[config.mk]
export PLATFORM = sky130hd
export DESIGN_NAME = button_debounce_hold_events_unit
export DESIGN_NICKNAME = d
export VERILOG_FILES = /design/src/rtl/core/bdh_pkg.sv /design/src/rtl/core/button_debounce_hold_events_unit.sv /design/src/rtl/core/bdh_lane.sv /design/src/rtl/core/bdh_serializer.sv
export SDC_FILE = /design/constraint.sdc
export NUM_CORES = 1
export LEC_CHECK = 0
export ABC_AREA = 1
export BUFFER_PORTS_ARGS = -buffer_cell sky130_fd_sc_hd__buf_2
export CORE_UTILIZATION = 45
export CTS_CLUSTER_SIZE = 16
export DETAILED_ROUTE_END_ITERATION = 12
export PLACE_DENSITY = 0.73
export SLEW_MARGIN = 10
export SYNTH_ARGS = -nofsm -noshare
export SYNTH_HDL_FRONTEND = slang
export SYNTH_SLANG_ARGS = --single-unit
export TNS_END_PERCENT = 100
[constraint.sdc]
create_clock -name clk -period 4.46 [get_ports clk]
set_clock_uncertainty 0.15 [all_clocks]
set_input_delay 0.446 -clock clk [delete_from_list [all_inputs] [get_ports clk]]
set_output_delay 0.446 -clock clk [all_outputs]
set_load 0.05 [all_outputs]
[src/rtl/core/bdh_pkg.sv]
// Shared types and constants for the button debounce and hold event unit.
// No dependencies; every other file of the block refers to it by scoped names.
`default_nettype none

package bdh_pkg;

	localparam int NUM_SWITCHES_DEF = 5;
	localparam int PIN_W = 5;
	localparam int IDX_W = 3;
	localparam int CNT_W = 8;
	localparam int CFG_IDX_W = 2;

	localparam logic [CNT_W-1:0] DEBOUNCE_RST = 8'd5;
	localparam logic [CNT_W-1:0] HOLD_RST = 8'd100;
	localparam logic [CNT_W-1:0] REPEAT_RST = 8'd150;

	typedef enum logic [CFG_IDX_W-1:0] {
		REG_DEBOUNCE = 2'd0,
		REG_HOLD = 2'd1,
		REG_REPEAT = 2'd2
	} reg_idx_t;

	typedef enum logic [1:0] {
		EV_PRESS = 2'd0,
		EV_RELEASE = 2'd1,
		EV_HOLD = 2'd2,
		EV_HOLD_RELEASE = 2'd3
	} ev_code_t;

	typedef struct packed {
		logic [CNT_W-1:0] debounce_ticks;
		logic [CNT_W-1:0] hold_ticks;
		logic [CNT_W-1:0] repeat_ticks;
	} cfg_t;

	typedef struct packed {
		logic hit;
		ev_code_t code;
	} lane_event_t;

endpackage

`default_nettype wire

[src/rtl/core/button_debounce_hold_events_unit.sv]
// Top level of the button debounce and hold event unit.
// Holds the configuration registers; instantiates bdh_lane and bdh_serializer, uses bdh_pkg.
//
// Usage:
// Each transfer on the tick channel (tick_valid/tick_ready, payload pin_levels) is one timer
// tick with the raw level of every button, 0 pressed and 1 released. Switches beyond the
// five input bits read as pressed. The tick updates all switch lanes at the edge where it is
// transferred and yields zero to NUM_SWITCHES events. These leave on the event channel
// (event_valid/event_ready) one per cycle in switch order while the receiver takes them;
// last_event marks the final event of a tick. A quiet tick gives no transfer on the event
// channel. The events of a tick wait in the pending event buffer and move from there to the
// output register, which shows them. A tick with events occupies the buffer until its
// last event has moved to the output register, so ticks are taken every cycle when quiet
// and otherwise only as the buffer drains. The next tick is taken in the cycle in which the
// last pending event moves to the output register, while that event may still wait for the
// receiver. When the receiver stalls, the output register holds its event and tick_ready
// stays low until the buffer drains.
// Configuration writes (cfg_write, cfg_index, cfg_data) take effect at the next edge;
// index 0 debounce ticks, 1 hold ticks, 2 repeat ticks, other indexes are ignored.
// Reset sets the registers to 5, 100 and 150, all switches released, counters cleared.
`default_nettype none

module button_debounce_hold_events_unit #(
	parameter int NUM_SWITCHES = bdh_pkg::NUM_SWITCHES_DEF
) (
	input wire logic clk,
	input wire logic arst_n,
	input wire logic cfg_write,
	input wire logic [bdh_pkg::CFG_IDX_W-1:0] cfg_index,
	input wire logic [bdh_pkg::CNT_W-1:0] cfg_data,
	input wire logic tick_valid,
	output logic tick_ready,
	input wire logic [bdh_pkg::PIN_W-1:0] pin_levels,
	output logic event_valid,
	input wire logic event_ready,
	output logic [bdh_pkg::IDX_W-1:0] switch_index,
	output logic [1:0] event_code,
	output logic last_event
);

	bdh_pkg::cfg_t cfg_q;
	bdh_pkg::lane_event_t [NUM_SWITCHES-1:0] lane_ev;
	logic tick_en;

	assign tick_en = tick_valid && tick_ready;

	always_ff @(posedge clk or negedge arst_n) begin
		if (!arst_n) begin
			cfg_q.debounce_ticks <= bdh_pkg::DEBOUNCE_RST;
			cfg_q.hold_ticks <= bdh_pkg::HOLD_RST;
			cfg_q.repeat_ticks <= bdh_pkg::REPEAT_RST;
		end else if (cfg_write) begin
			case (cfg_index)
				bdh_pkg::REG_DEBOUNCE: begin
					cfg_q.debounce_ticks <= cfg_data;
				end
				bdh_pkg::REG_HOLD: begin
					cfg_q.hold_ticks <= cfg_data;
				end
				bdh_pkg::REG_REPEAT: begin
					cfg_q.repeat_ticks <= cfg_data;
				end
				default: begin
				end
			endcase
		end
	end

	for (genvar g = 0; g < NUM_SWITCHES; g++) begin : g_lane
		logic pin;
		if (g < bdh_pkg::PIN_W) begin : g_pin
			assign pin = pin_levels[g];
		end else begin : g_nopin
			assign pin = 1'b0;
		end

		bdh_lane u_lane (
			.clk(clk),
			.arst_n(arst_n),
			.tick_en(tick_en),
			.pin(pin),
			.cfg(cfg_q),
			.lane_ev(lane_ev[g])
		);
	end

	bdh_serializer #(
		.NUM_SWITCHES(NUM_SWITCHES)
	) u_serializer (
		.clk(clk),
		.arst_n(arst_n),
		.tick_valid(tick_valid),
		.tick_ready(tick_ready),
		.lane_ev(lane_ev),
		.event_valid(event_valid),
		.event_ready(event_ready),
		.switch_index(switch_index),
		.event_code(event_code),
		.last_event(last_event)
	);

endmodule

`default_nettype wire

[src/rtl/core/bdh_lane.sv]
// One switch lane: debounce counter, accepted level and hold counter.
// Computes the event of the current tick; depends on bdh_pkg.
`default_nettype none

module bdh_lane (
	input wire logic clk,
	input wire logic arst_n,
	input wire logic tick_en,
	input wire logic pin,
	input wire bdh_pkg::cfg_t cfg,
	output bdh_pkg::lane_event_t lane_ev
);

	logic level_q;
	logic [bdh_pkg::CNT_W-1:0] debounce_q;
	logic [bdh_pkg::CNT_W-1:0] hold_q;

	logic level_n;
	logic [bdh_pkg::CNT_W-1:0] debounce_n;
	logic [bdh_pkg::CNT_W-1:0] hold_n;
	logic [bdh_pkg::CNT_W-1:0] debounce_inc;
	logic [bdh_pkg::CNT_W-1:0] hold_inc;

	assign debounce_inc = debounce_q + bdh_pkg::CNT_W'(1);
	assign hold_inc = hold_q + bdh_pkg::CNT_W'(1);

	always_comb begin
		level_n = level_q;
		debounce_n = '0;
		hold_n = hold_q;
		lane_ev.hit = 1'b0;
		lane_ev.code = bdh_pkg::EV_PRESS;

		if (pin != level_q) begin
			if (debounce_inc == cfg.debounce_ticks) begin
				level_n = pin;
			end else begin
				debounce_n = debounce_inc;
			end
		end

		if (!level_n && level_q) begin
			hold_n = '0;
			lane_ev.hit = 1'b1;
			lane_ev.code = bdh_pkg::EV_PRESS;
		end else if (level_n && !level_q) begin
			lane_ev.hit = 1'b1;
			lane_ev.code = (hold_q < cfg.hold_ticks) ? bdh_pkg::EV_RELEASE
				: bdh_pkg::EV_HOLD_RELEASE;
		end else if (!level_n && !level_q) begin
			if (hold_q < cfg.repeat_ticks) begin
				hold_n = hold_inc;
				if (hold_inc == cfg.hold_ticks) begin
					lane_ev.hit = 1'b1;
					lane_ev.code = bdh_pkg::EV_HOLD;
				end
				if (hold_inc == cfg.repeat_ticks) begin
					lane_ev.hit = 1'b1;
					lane_ev.code = bdh_pkg::EV_HOLD;
					hold_n = cfg.hold_ticks;
				end
			end
		end
	end

	always_ff @(posedge clk or negedge arst_n) begin
		if (!arst_n) begin
			level_q <= 1'b1;
			debounce_q <= '0;
			hold_q <= '0;
		end else if (tick_en) begin
			level_q <= level_n;
			debounce_q <= debounce_n;
			hold_q <= hold_n;
		end
	end

endmodule

`default_nettype wire

[src/rtl/core/bdh_serializer.sv]
// Pending event buffer and output register; one event per cycle in switch order unless
// the receiver stalls. Depends on bdh_pkg.
`default_nettype none

module bdh_serializer #(
	parameter int NUM_SWITCHES = bdh_pkg::NUM_SWITCHES_DEF
) (
	input wire logic clk,
	input wire logic arst_n,
	input wire logic tick_valid,
	output logic tick_ready,
	input wire bdh_pkg::lane_event_t [NUM_SWITCHES-1:0] lane_ev,
	output logic event_valid,
	input wire logic event_ready,
	output logic [bdh_pkg::IDX_W-1:0] switch_index,
	output logic [1:0] event_code,
	output logic last_event
);

	logic [NUM_SWITCHES-1:0] pending_q;
	bdh_pkg::ev_code_t [NUM_SWITCHES-1:0] code_q;

	logic [NUM_SWITCHES-1:0] pick;
	logic [NUM_SWITCHES-1:0] rest;
	logic [NUM_SWITCHES-1:0] hit_vec;
	logic [bdh_pkg::IDX_W-1:0] pick_idx;
	logic [1:0] pick_code;
	logic emit;
	logic accept;

	assign pick = pending_q & (~pending_q + NUM_SWITCHES'(1));
	assign rest = pending_q & ~pick;
	assign emit = (pending_q != '0) && (!event_valid || event_ready);
	assign tick_ready = (pending_q == '0) || (emit && (rest == '0));
	assign accept = tick_valid && tick_ready;

	always_comb begin
		pick_idx = '0;
		pick_code = '0;
		for (int i = 0; i < NUM_SWITCHES; i++) begin
			hit_vec[i] = lane_ev[i].hit;
			if (pick[i]) begin
				pick_idx = pick_idx | bdh_pkg::IDX_W'(i);
				pick_code = pick_code | code_q[i];
			end
		end
	end

	always_ff @(posedge clk or negedge arst_n) begin
		if (!arst_n) begin
			pending_q <= '0;
		end else if (accept) begin
			pending_q <= hit_vec;
		end else if (emit) begin
			pending_q <= rest;
		end
	end

	always_ff @(posedge clk) begin
		if (accept) begin
			for (int i = 0; i < NUM_SWITCHES; i++) begin
				code_q[i] <= lane_ev[i].code;
			end
		end
	end

	always_ff @(posedge clk or negedge arst_n) begin
		if (!arst_n) begin
			event_valid <= 1'b0;
		end else if (emit) begin
			event_valid <= 1'b1;
		end else if (event_ready) begin
			event_valid <= 1'b0;
		end
	end

	always_ff @(posedge clk) begin
		if (emit) begin
			switch_index <= pick_idx;
			event_code <= pick_code;
			last_event <= (rest == '0);
		end
	end

	// A shown event that is not the last of its tick always has successors pending.
	a_more_pending: assert property (@(posedge clk) disable iff (!arst_n)
		event_valid && !last_event |-> pending_q != '0)
		else $error("non-last event shown with nothing pending");

	// An emitted event leaves the buffer unless a new tick reloads it.
	a_pick_cleared: assert property (@(posedge clk) disable iff (!arst_n)
		emit && !accept |=> (pending_q & $past(pick)) == '0)
		else $error("emitted event still pending");

	// A tick is never taken over events that stay pending.
	a_no_overwrite: assert property (@(posedge clk) disable iff (!arst_n)
		accept |-> (pending_q == '0) || (emit && rest == '0))
		else $error("tick transfer would drop pending events");

endmodule

`default_nettype wire
# Word-level counts from Yosys, hierarchy flattened
# Cells that the tools add are included.
[totals] ff_bits=131 elab_cells=232 out_inout_bits=8 inputBits=20
[classes] n_eq_ne=27 n_addsub=11 mux=92 order_cmp=10 n_bitwise=8 reduce_logical=55
[ops] op="8-bit 2-to-1 mux" n=35
[ops] op="8-bit == test" n=15
[ops] op="3-bit 2-to-1 mux" n=30
[ops] op="8-bit by 1-bit adder with 8-bit output (second input constant)" n=10
[ops] op="8-bit < comparator" n=10
[ops] op="2-bit 2-to-1 mux" n=12
[ops] op="2-bit nonzero test" n=12
[ops] op="4-bit AND reduction" n=5
[ops] op="1-bit logical AND" n=18
[ops] op="1-bit 2-to-1 mux" n=13
[ops] op="1-bit zero test" n=11
[ops] op="5-bit bitwise AND" n=2
[ops] op="5-bit zero test" n=2
[ops] op="5-bit 2-to-1 mux" n=2
[ops] op="2-bit by 1-bit != test with 1-bit output (second input constant)" n=5
[ops] op="5-bit inverter" n=2
[ops] op="2-bit bitwise OR" n=4
[ops] op="2-bit AND reduction" n=3
[ops] op="5-bit by 1-bit adder with 5-bit output (second input constant)" n=1
[ops] op="1-bit != test" n=5
[ops] op="5-bit nonzero test" n=1
[ops] op="2-bit by 1-bit == test with 1-bit output (second input constant)" n=1
[ops] op="2-bit == test (second input constant)" n=1
[ops] op="2-bit zero test" n=1
[ops] op="1-bit logical OR" n=2

# Depth between registers and ports, before layout
[logic_depth] ltp_word=12 mapped_depth=16 mapped_depth_nobuf=16

# Cells and area by module
# Synthesis repeated with hierarchy kept, for this count alone.
[hier_totals] cells_unflattened=1933 area_unflattened_um2=12688.4
[modules_own_cells] module="bdh_lane" seq_area_each_um2=426.7 area_each_um2=2130.8 instances=5 cells_each=347
[modules_own_cells] module="button_debounce_hold_events_unit" seq_area_each_um2=611.8 area_each_um2=1069.8 instances=1 cells_each=109
[modules_own_cells] module="bdh_serializer" seq_area_each_um2=630.6 area_each_um2=964.7 instances=1 cells_each=89

# Worst setup path before layout
# No wires, ideal clock.
[synth_timing] path_kind="register to register" start="reg cfg_q[7] (netlist bit)" end="reg u_serializer.code_q[7] (netlist bit), data pin" setup_ns=0.169 n_path_buf=1 synth_period_minus_slack_ns=2.259 stages_incl_launch_ff=10 t_arrival_ns=1.940 setup_slack_ns=2.201 t_required_ns=4.141 path_cell_list="dfstp_2 > clkbuf_1 > inv_1 > ha_1 > a21oi_1 > o21ai_0 > a21oi_1 > and2_1 > nand3_1 > o31ai_1"
[synth_via] elab_chain_cells=5 word_cells_on_any_way=6 cone_classes="order compare (1); eq/ne (1); mux (4)"
[synth_rtl] item="start: declaration" line="button_debounce_hold_events_unit.sv:41" text="bdh_pkg::cfg_t cfg_q;"
[synth_rtl] item="parallel branches: the longest is 2 deep, another holds 8-bit < comparator"
[synth_rtl] item="3-bit 2-to-1 mux *" line="bdh_lane.sv:51" text="if (hold_q < cfg.repeat_ticks) begin"
[synth_rtl] item="3-bit 2-to-1 mux *" line="bdh_lane.sv:50" text="end else if (!level_n && !level_q) begin"
[synth_rtl] item="3-bit 2-to-1 mux *" line="bdh_lane.sv:46" text="end else if (level_n && !level_q) begin"
[synth_rtl] item="end signal: indexed assignment" line="bdh_serializer.sv:62" text="code_q[i] <= lane_ev[i].code;"
[synth_rtl] item="end: declaration" line="bdh_serializer.sv:21" text="bdh_pkg::ev_code_t [NUM_SWITCHES-1:0] code_q;"
# Mark *: on every way between the ends.
# A chain may end at the register's enable or synchronous reset.

# Worst setup path after layout
[layout_timing] start="reg g_lane[4].u_lane.hold_q[1] (netlist bit)" end="reg u_serializer.pending_q[4]"
[layout_via] elab_chain_cells=9 word_cells_on_any_way=11 cone_classes="add/sub (1); order compare (1); eq/ne (2); mux (7)"
[layout_rtl] item="start: declaration" line="bdh_lane.sv:16" text="logic [bdh_pkg::CNT_W-1:0] hold_q;"
[layout_rtl] item="start signal: assignment" line="bdh_lane.sv:74" text="hold_q <= hold_n;"
[layout_rtl] item="8-bit by 1-bit adder with 8-bit output" line="bdh_lane.sv:25" text="assign hold_inc = hold_q + bdh_pkg::CNT_W'(1);"
[layout_rtl] item="8-bit == test" line="bdh_lane.sv:53" text="if (hold_inc == cfg.hold_ticks) begin"
[layout_rtl] item="3-bit 2-to-1 mux" line="bdh_lane.sv:53"
[layout_rtl] item="3-bit 2-to-1 mux" line="bdh_lane.sv:57" text="if (hold_inc == cfg.repeat_ticks) begin"
[layout_rtl] item="3-bit 2-to-1 mux *" line="bdh_lane.sv:51"
[layout_rtl] item="3-bit 2-to-1 mux *" line="bdh_lane.sv:50"
[layout_rtl] item="3-bit 2-to-1 mux *" line="bdh_lane.sv:46"
[layout_rtl] item="3-bit 2-to-1 mux *" line="bdh_lane.sv:42" text="if (!level_n && level_q) begin"
[layout_rtl] item="5-bit 2-to-1 mux *" line="bdh_serializer.sv:52" text="end else if (accept) begin"
[layout_rtl] item="end signal: assignment" line="bdh_serializer.sv:53" text="pending_q <= hit_vec;"
[layout_rtl] item="end signal: assignment" line="bdh_serializer.sv:55" text="pending_q <= rest;"
[layout_rtl] item="end: declaration" line="bdh_serializer.sv:20" text="logic [NUM_SWITCHES-1:0] pending_q;"
# Mark *: on every way between the ends. The rest lies on a longest branch, timed or not.

==> impl_metrics.json <==
{
  "antennaDiodeCount": 0,
  "finalSetupViolations": 0,
  "fp.dieH_um": 164,
  "root_buffer": "clkbuf_16",
  "clockBufferDepth": 2,
  "route.vias.total": 12000,
  "min_period_ns": 2.80,
  "via_per_inst": 5.62,
  "seqPwrFrac": 0.291,
  "hold_viol_final": 0,
  "num_rows": 58,
  "path_clk_slew_ns": 0.06,
  "outcome": "finished clean",
  "regArea_sq_mm": 0.00338,
  "crit_type": "register to register",
  "setup_ws_ns": 1.66,
  "start_util": 0.464,
  "synth_top_area_frac": 0.214,
  "drtAntennaViolNets": 0,
  "pwr-share-clk": 0.199,
  "dr.pass1.iters": 6,
  "synth_edf_count": 16,
  "synth_cells": 1790,
  "first_iter_violations": 1249,
  "p_int_mw": 3.86,
  "crit_path_start_kind": "register",
  "cts_tree": "yes",
  "die_w_um": 164,
  "crit_required_ns": 4.68,
  "grt_pass1_vias": 11300,
  "syn-num-nets": 1900,
  "postLayoutCoreUtil": 0.502,
  "drc": 0,
  "critical_path.slowest_cell": "dfrtp_1",
  "yosysSeqAreaShare": 0.286,
  "dpl.hpwl_mm": 26.4,
  "io_buffer_count": 27,
  "total_leakage_power_nw": 6.51,
  "place_area_sq_mm": 0.0121,
  "fmax_ghz": 0.357,
  "grtUsageTotal": 0.281,
  "synth-main-ff-cell": "dfrtp_1",
  "ios": 28,
  "async_reset_ff_frac": 0.878,
  "cpMostUsedCell": "nand2_1",
  "grt.overflow.total": 0,
  "pre_cts_slack_ns": 1.74,
  "cts.sinks": 131,
  "fin_nets": 1909,
  "combPwrFrac": 0.509,
  "drive_gt1_frac": 0.0960,
  "dieArea_sq_mm": 0.0269,
  "drv_slew": 0,
  "multi_input_area_sq_mm": 0.00746,
  "numCtsBuffers": 17,
  "cpPeakStageDelay_ns": 0.50,
  "ys_top_cells_by_area": "dfrtp_1 (21%), nand2_1 (20%), ha_1 (9.5%)",
  "cp_top_family": "simple AND/OR/NAND/NOR gates",
  "drv_cap": 0,
  "setup_tns_ns": 0,
  "nFillCells": 2478,
  "yosys_warnings": 0,
  "min_period_over_period": 0.629,
  "worst_slew_pin_slew_ns": 0.794,
  "grt_max_degree": 63,
  "antenna_found_initial": 0,
  "place.gp.congestion": 0.940,
  "hold_class": "input port to register",
  "ys_ff_latch": 131,
  "p_sw_frac": 0.498,
  "crit_buf_inv": 0,
  "grt_pass1_wl_mm": 58.4,
  "critPathArrivalTime_ns": 3.02,
  "synth_cell_type_count": 54,
  "cp-end-kind": "register",
  "critPathMaxFanout": 17,
  "rsz0062_at_grt": "no",
  "core_area_sq_mm": 0.0255,
  "clk_latency_ns": 0.44,
  "ir_drop_mv": 0.513,
  "synth_top_area_cell": "dfrtp_1",
  "path_cells": "ha_1 > nand3_1 > nand2_1 > nand2_1 > nand2_1 > nand3_1 > nor2_1 > nand3_2 > nand2_1 > nand2_1 > o21ai_0 > nand2_1 > nand2_1",
  "syn_area_per_cell_sq_um": 6.60,
  "h-tree-depth": 4,
  "synth_area_sq_mm": 0.0118,
  "hold_slack_ns": 0.149,
  "fin_area_sq_mm": 0.0128,
  "p_switching_mw": 3.82,
  "syn_to_final_growth_pct": 8.23,
  "wire_per_inst_um": 16.9,
  "relSlewSlack": 0.470,
  "cts_setup_buffers": 0,
  "power_density_mw_per_mm2": 601,
  "wl_mm": 36.1
}
[final timing paths]
| kind | start | to | slack, ns | cells after the start |
|---|---|---|---|---|
| max | g_lane[4].u_lane.hold_q[1] | u_serializer.pending_q[4] | 1.66 | 13 |
| min | cfg_data[0] | cfg_q[16] | 0.15 | 3 |
| max reg2reg | g_lane[4].u_lane.hold_q[1] | u_serializer.pending_q[4] | 1.66 | 13 |
| min reg2reg | u_serializer.pending_q[4] | u_serializer.event_valid | 0.38 | 2 |
| max in group asynchronous | arst_n | g_lane[4].u_lane.level_q | 2.84 | 3 |
| min in group asynchronous | arst_n | g_lane[1].u_lane.debounce_q[6] | 0.46 | 2 |
[area by class of cell]
cell class / instances / area share
multi-input combinational: 1431 / 0.584
sequential: 131 / 0.264
clock inverter: 8 / 0.00861
inverter: 185 / 0.0547
tap: 330 / 0.0323
timing repair buffer: 33 / 0.0155
clock buffer: 24 / 0.0409
[metal layers]
layer | up-vias | track usage | wire [um]
li1 | 5901 | - | -
met1 | 5593 | 0.374 | 16000
met2 | 473 | 0.461 | 16400
met3 | 65 | 0.0460 | 2790
met4 | 0 | 0.0976 | 928
met5 | - | 0 | 0
[state kept, by name, summed over array words and instances, names as in the netlist]
name                       count
g_lane.u_lane.hold_q          40
g_lane.u_lane.debounce_q      40
u_serializer.pending_q         5
u_serializer.event_valid       1
g_lane.u_lane.level_q          5
u_serializer.event_code        2
u_serializer.switch_index      3
u_serializer.code_q           10
u_serializer.last_event        1
cfg_q                         24
[worst reg2reg max path: stages, from the launching register on]
cell	delay, ns
dfrtp_1	0.50
ha_1	0.40
nand3_1	0.12
nand2_1	0.13
nand2_1	0.11
nand2_1	0.09
nand3_1	0.08
nor2_1	0.21
nand3_2	0.32
nand2_1	0.17
nand2_1	0.11
o21ai_0	0.22
nand2_1	0.08
nand2_1	0.06
[cell usage after synthesis, types with 8 or more instances]
master,number
ha_1,90
nand4_1,38
buf_2,17
inv_1,173
clkbuf_1,11
nor2_4,17
o22ai_1,17
nand3_2,15
dfrtp_1,101
dfstp_2,14
nor2_2,16
nor2_1,169
o21ai_1,27
nand3_1,189
nor3_1,10
a21oi_1,49
o22ai_2,8
nand2_1,637
nand2_2,12
inv_2,9
o211ai_1,9
o21ai_0,71
edfxtp_1,16
xor2_1,11
[cells in the final DEF, fill, tap and decap left out, types with 17 or more instances in the layout]
cell type	instances
o21ai_0	71
nand4_1	38
clkbuf_16	18
inv_1	173
nand3_1	189
buf_2	26
ha_1	90
nor2_1	169
nor2_4	17
nand2_1	637
o22ai_1	17
a21oi_1	49
dfrtp_1	101
o21ai_1	27
[cell families after synthesis]
logic type      synth area share
flops                      0.286
compound gates             0.102
xor+xnor                  0.0126
fa+ha+maj                 0.0954
buf+inv                   0.0822
simple gates               0.421
mux                     0.000848
[timing repair]
item	CTS	global route
gates resized for setup	0	0
endpoints found under the hold margin	42	0
hold buffers	1	0
[through the flow]
step	std cells	power [mW]
2_1_floorplan	1790	5.11
3_3_place_gp	2109	5.97
3_5_place_dp	2109	6.07
4_1_cts	2142	7.62
5_1_grt	2142	8.34
6_report	2142	7.68
[power by group through the flow]
| stage | sequential [mW] | clock [mW] | combinational [mW] |
|---|---|---|---|
| 3_3_place_gp | 2.21 | 0 | 3.76 |
| 3_5_place_dp | 2.22 | 0 | 3.85 |
| 2_1_floorplan | 2.02 | 0 | 3.09 |
| 6_report | 2.24 | 1.53 | 3.91 |
| 5_1_grt | 2.27 | 1.60 | 4.47 |
| 4_1_cts | 2.21 | 1.54 | 3.87 |
Note: power is estimated with default switching activity, not from simulation.
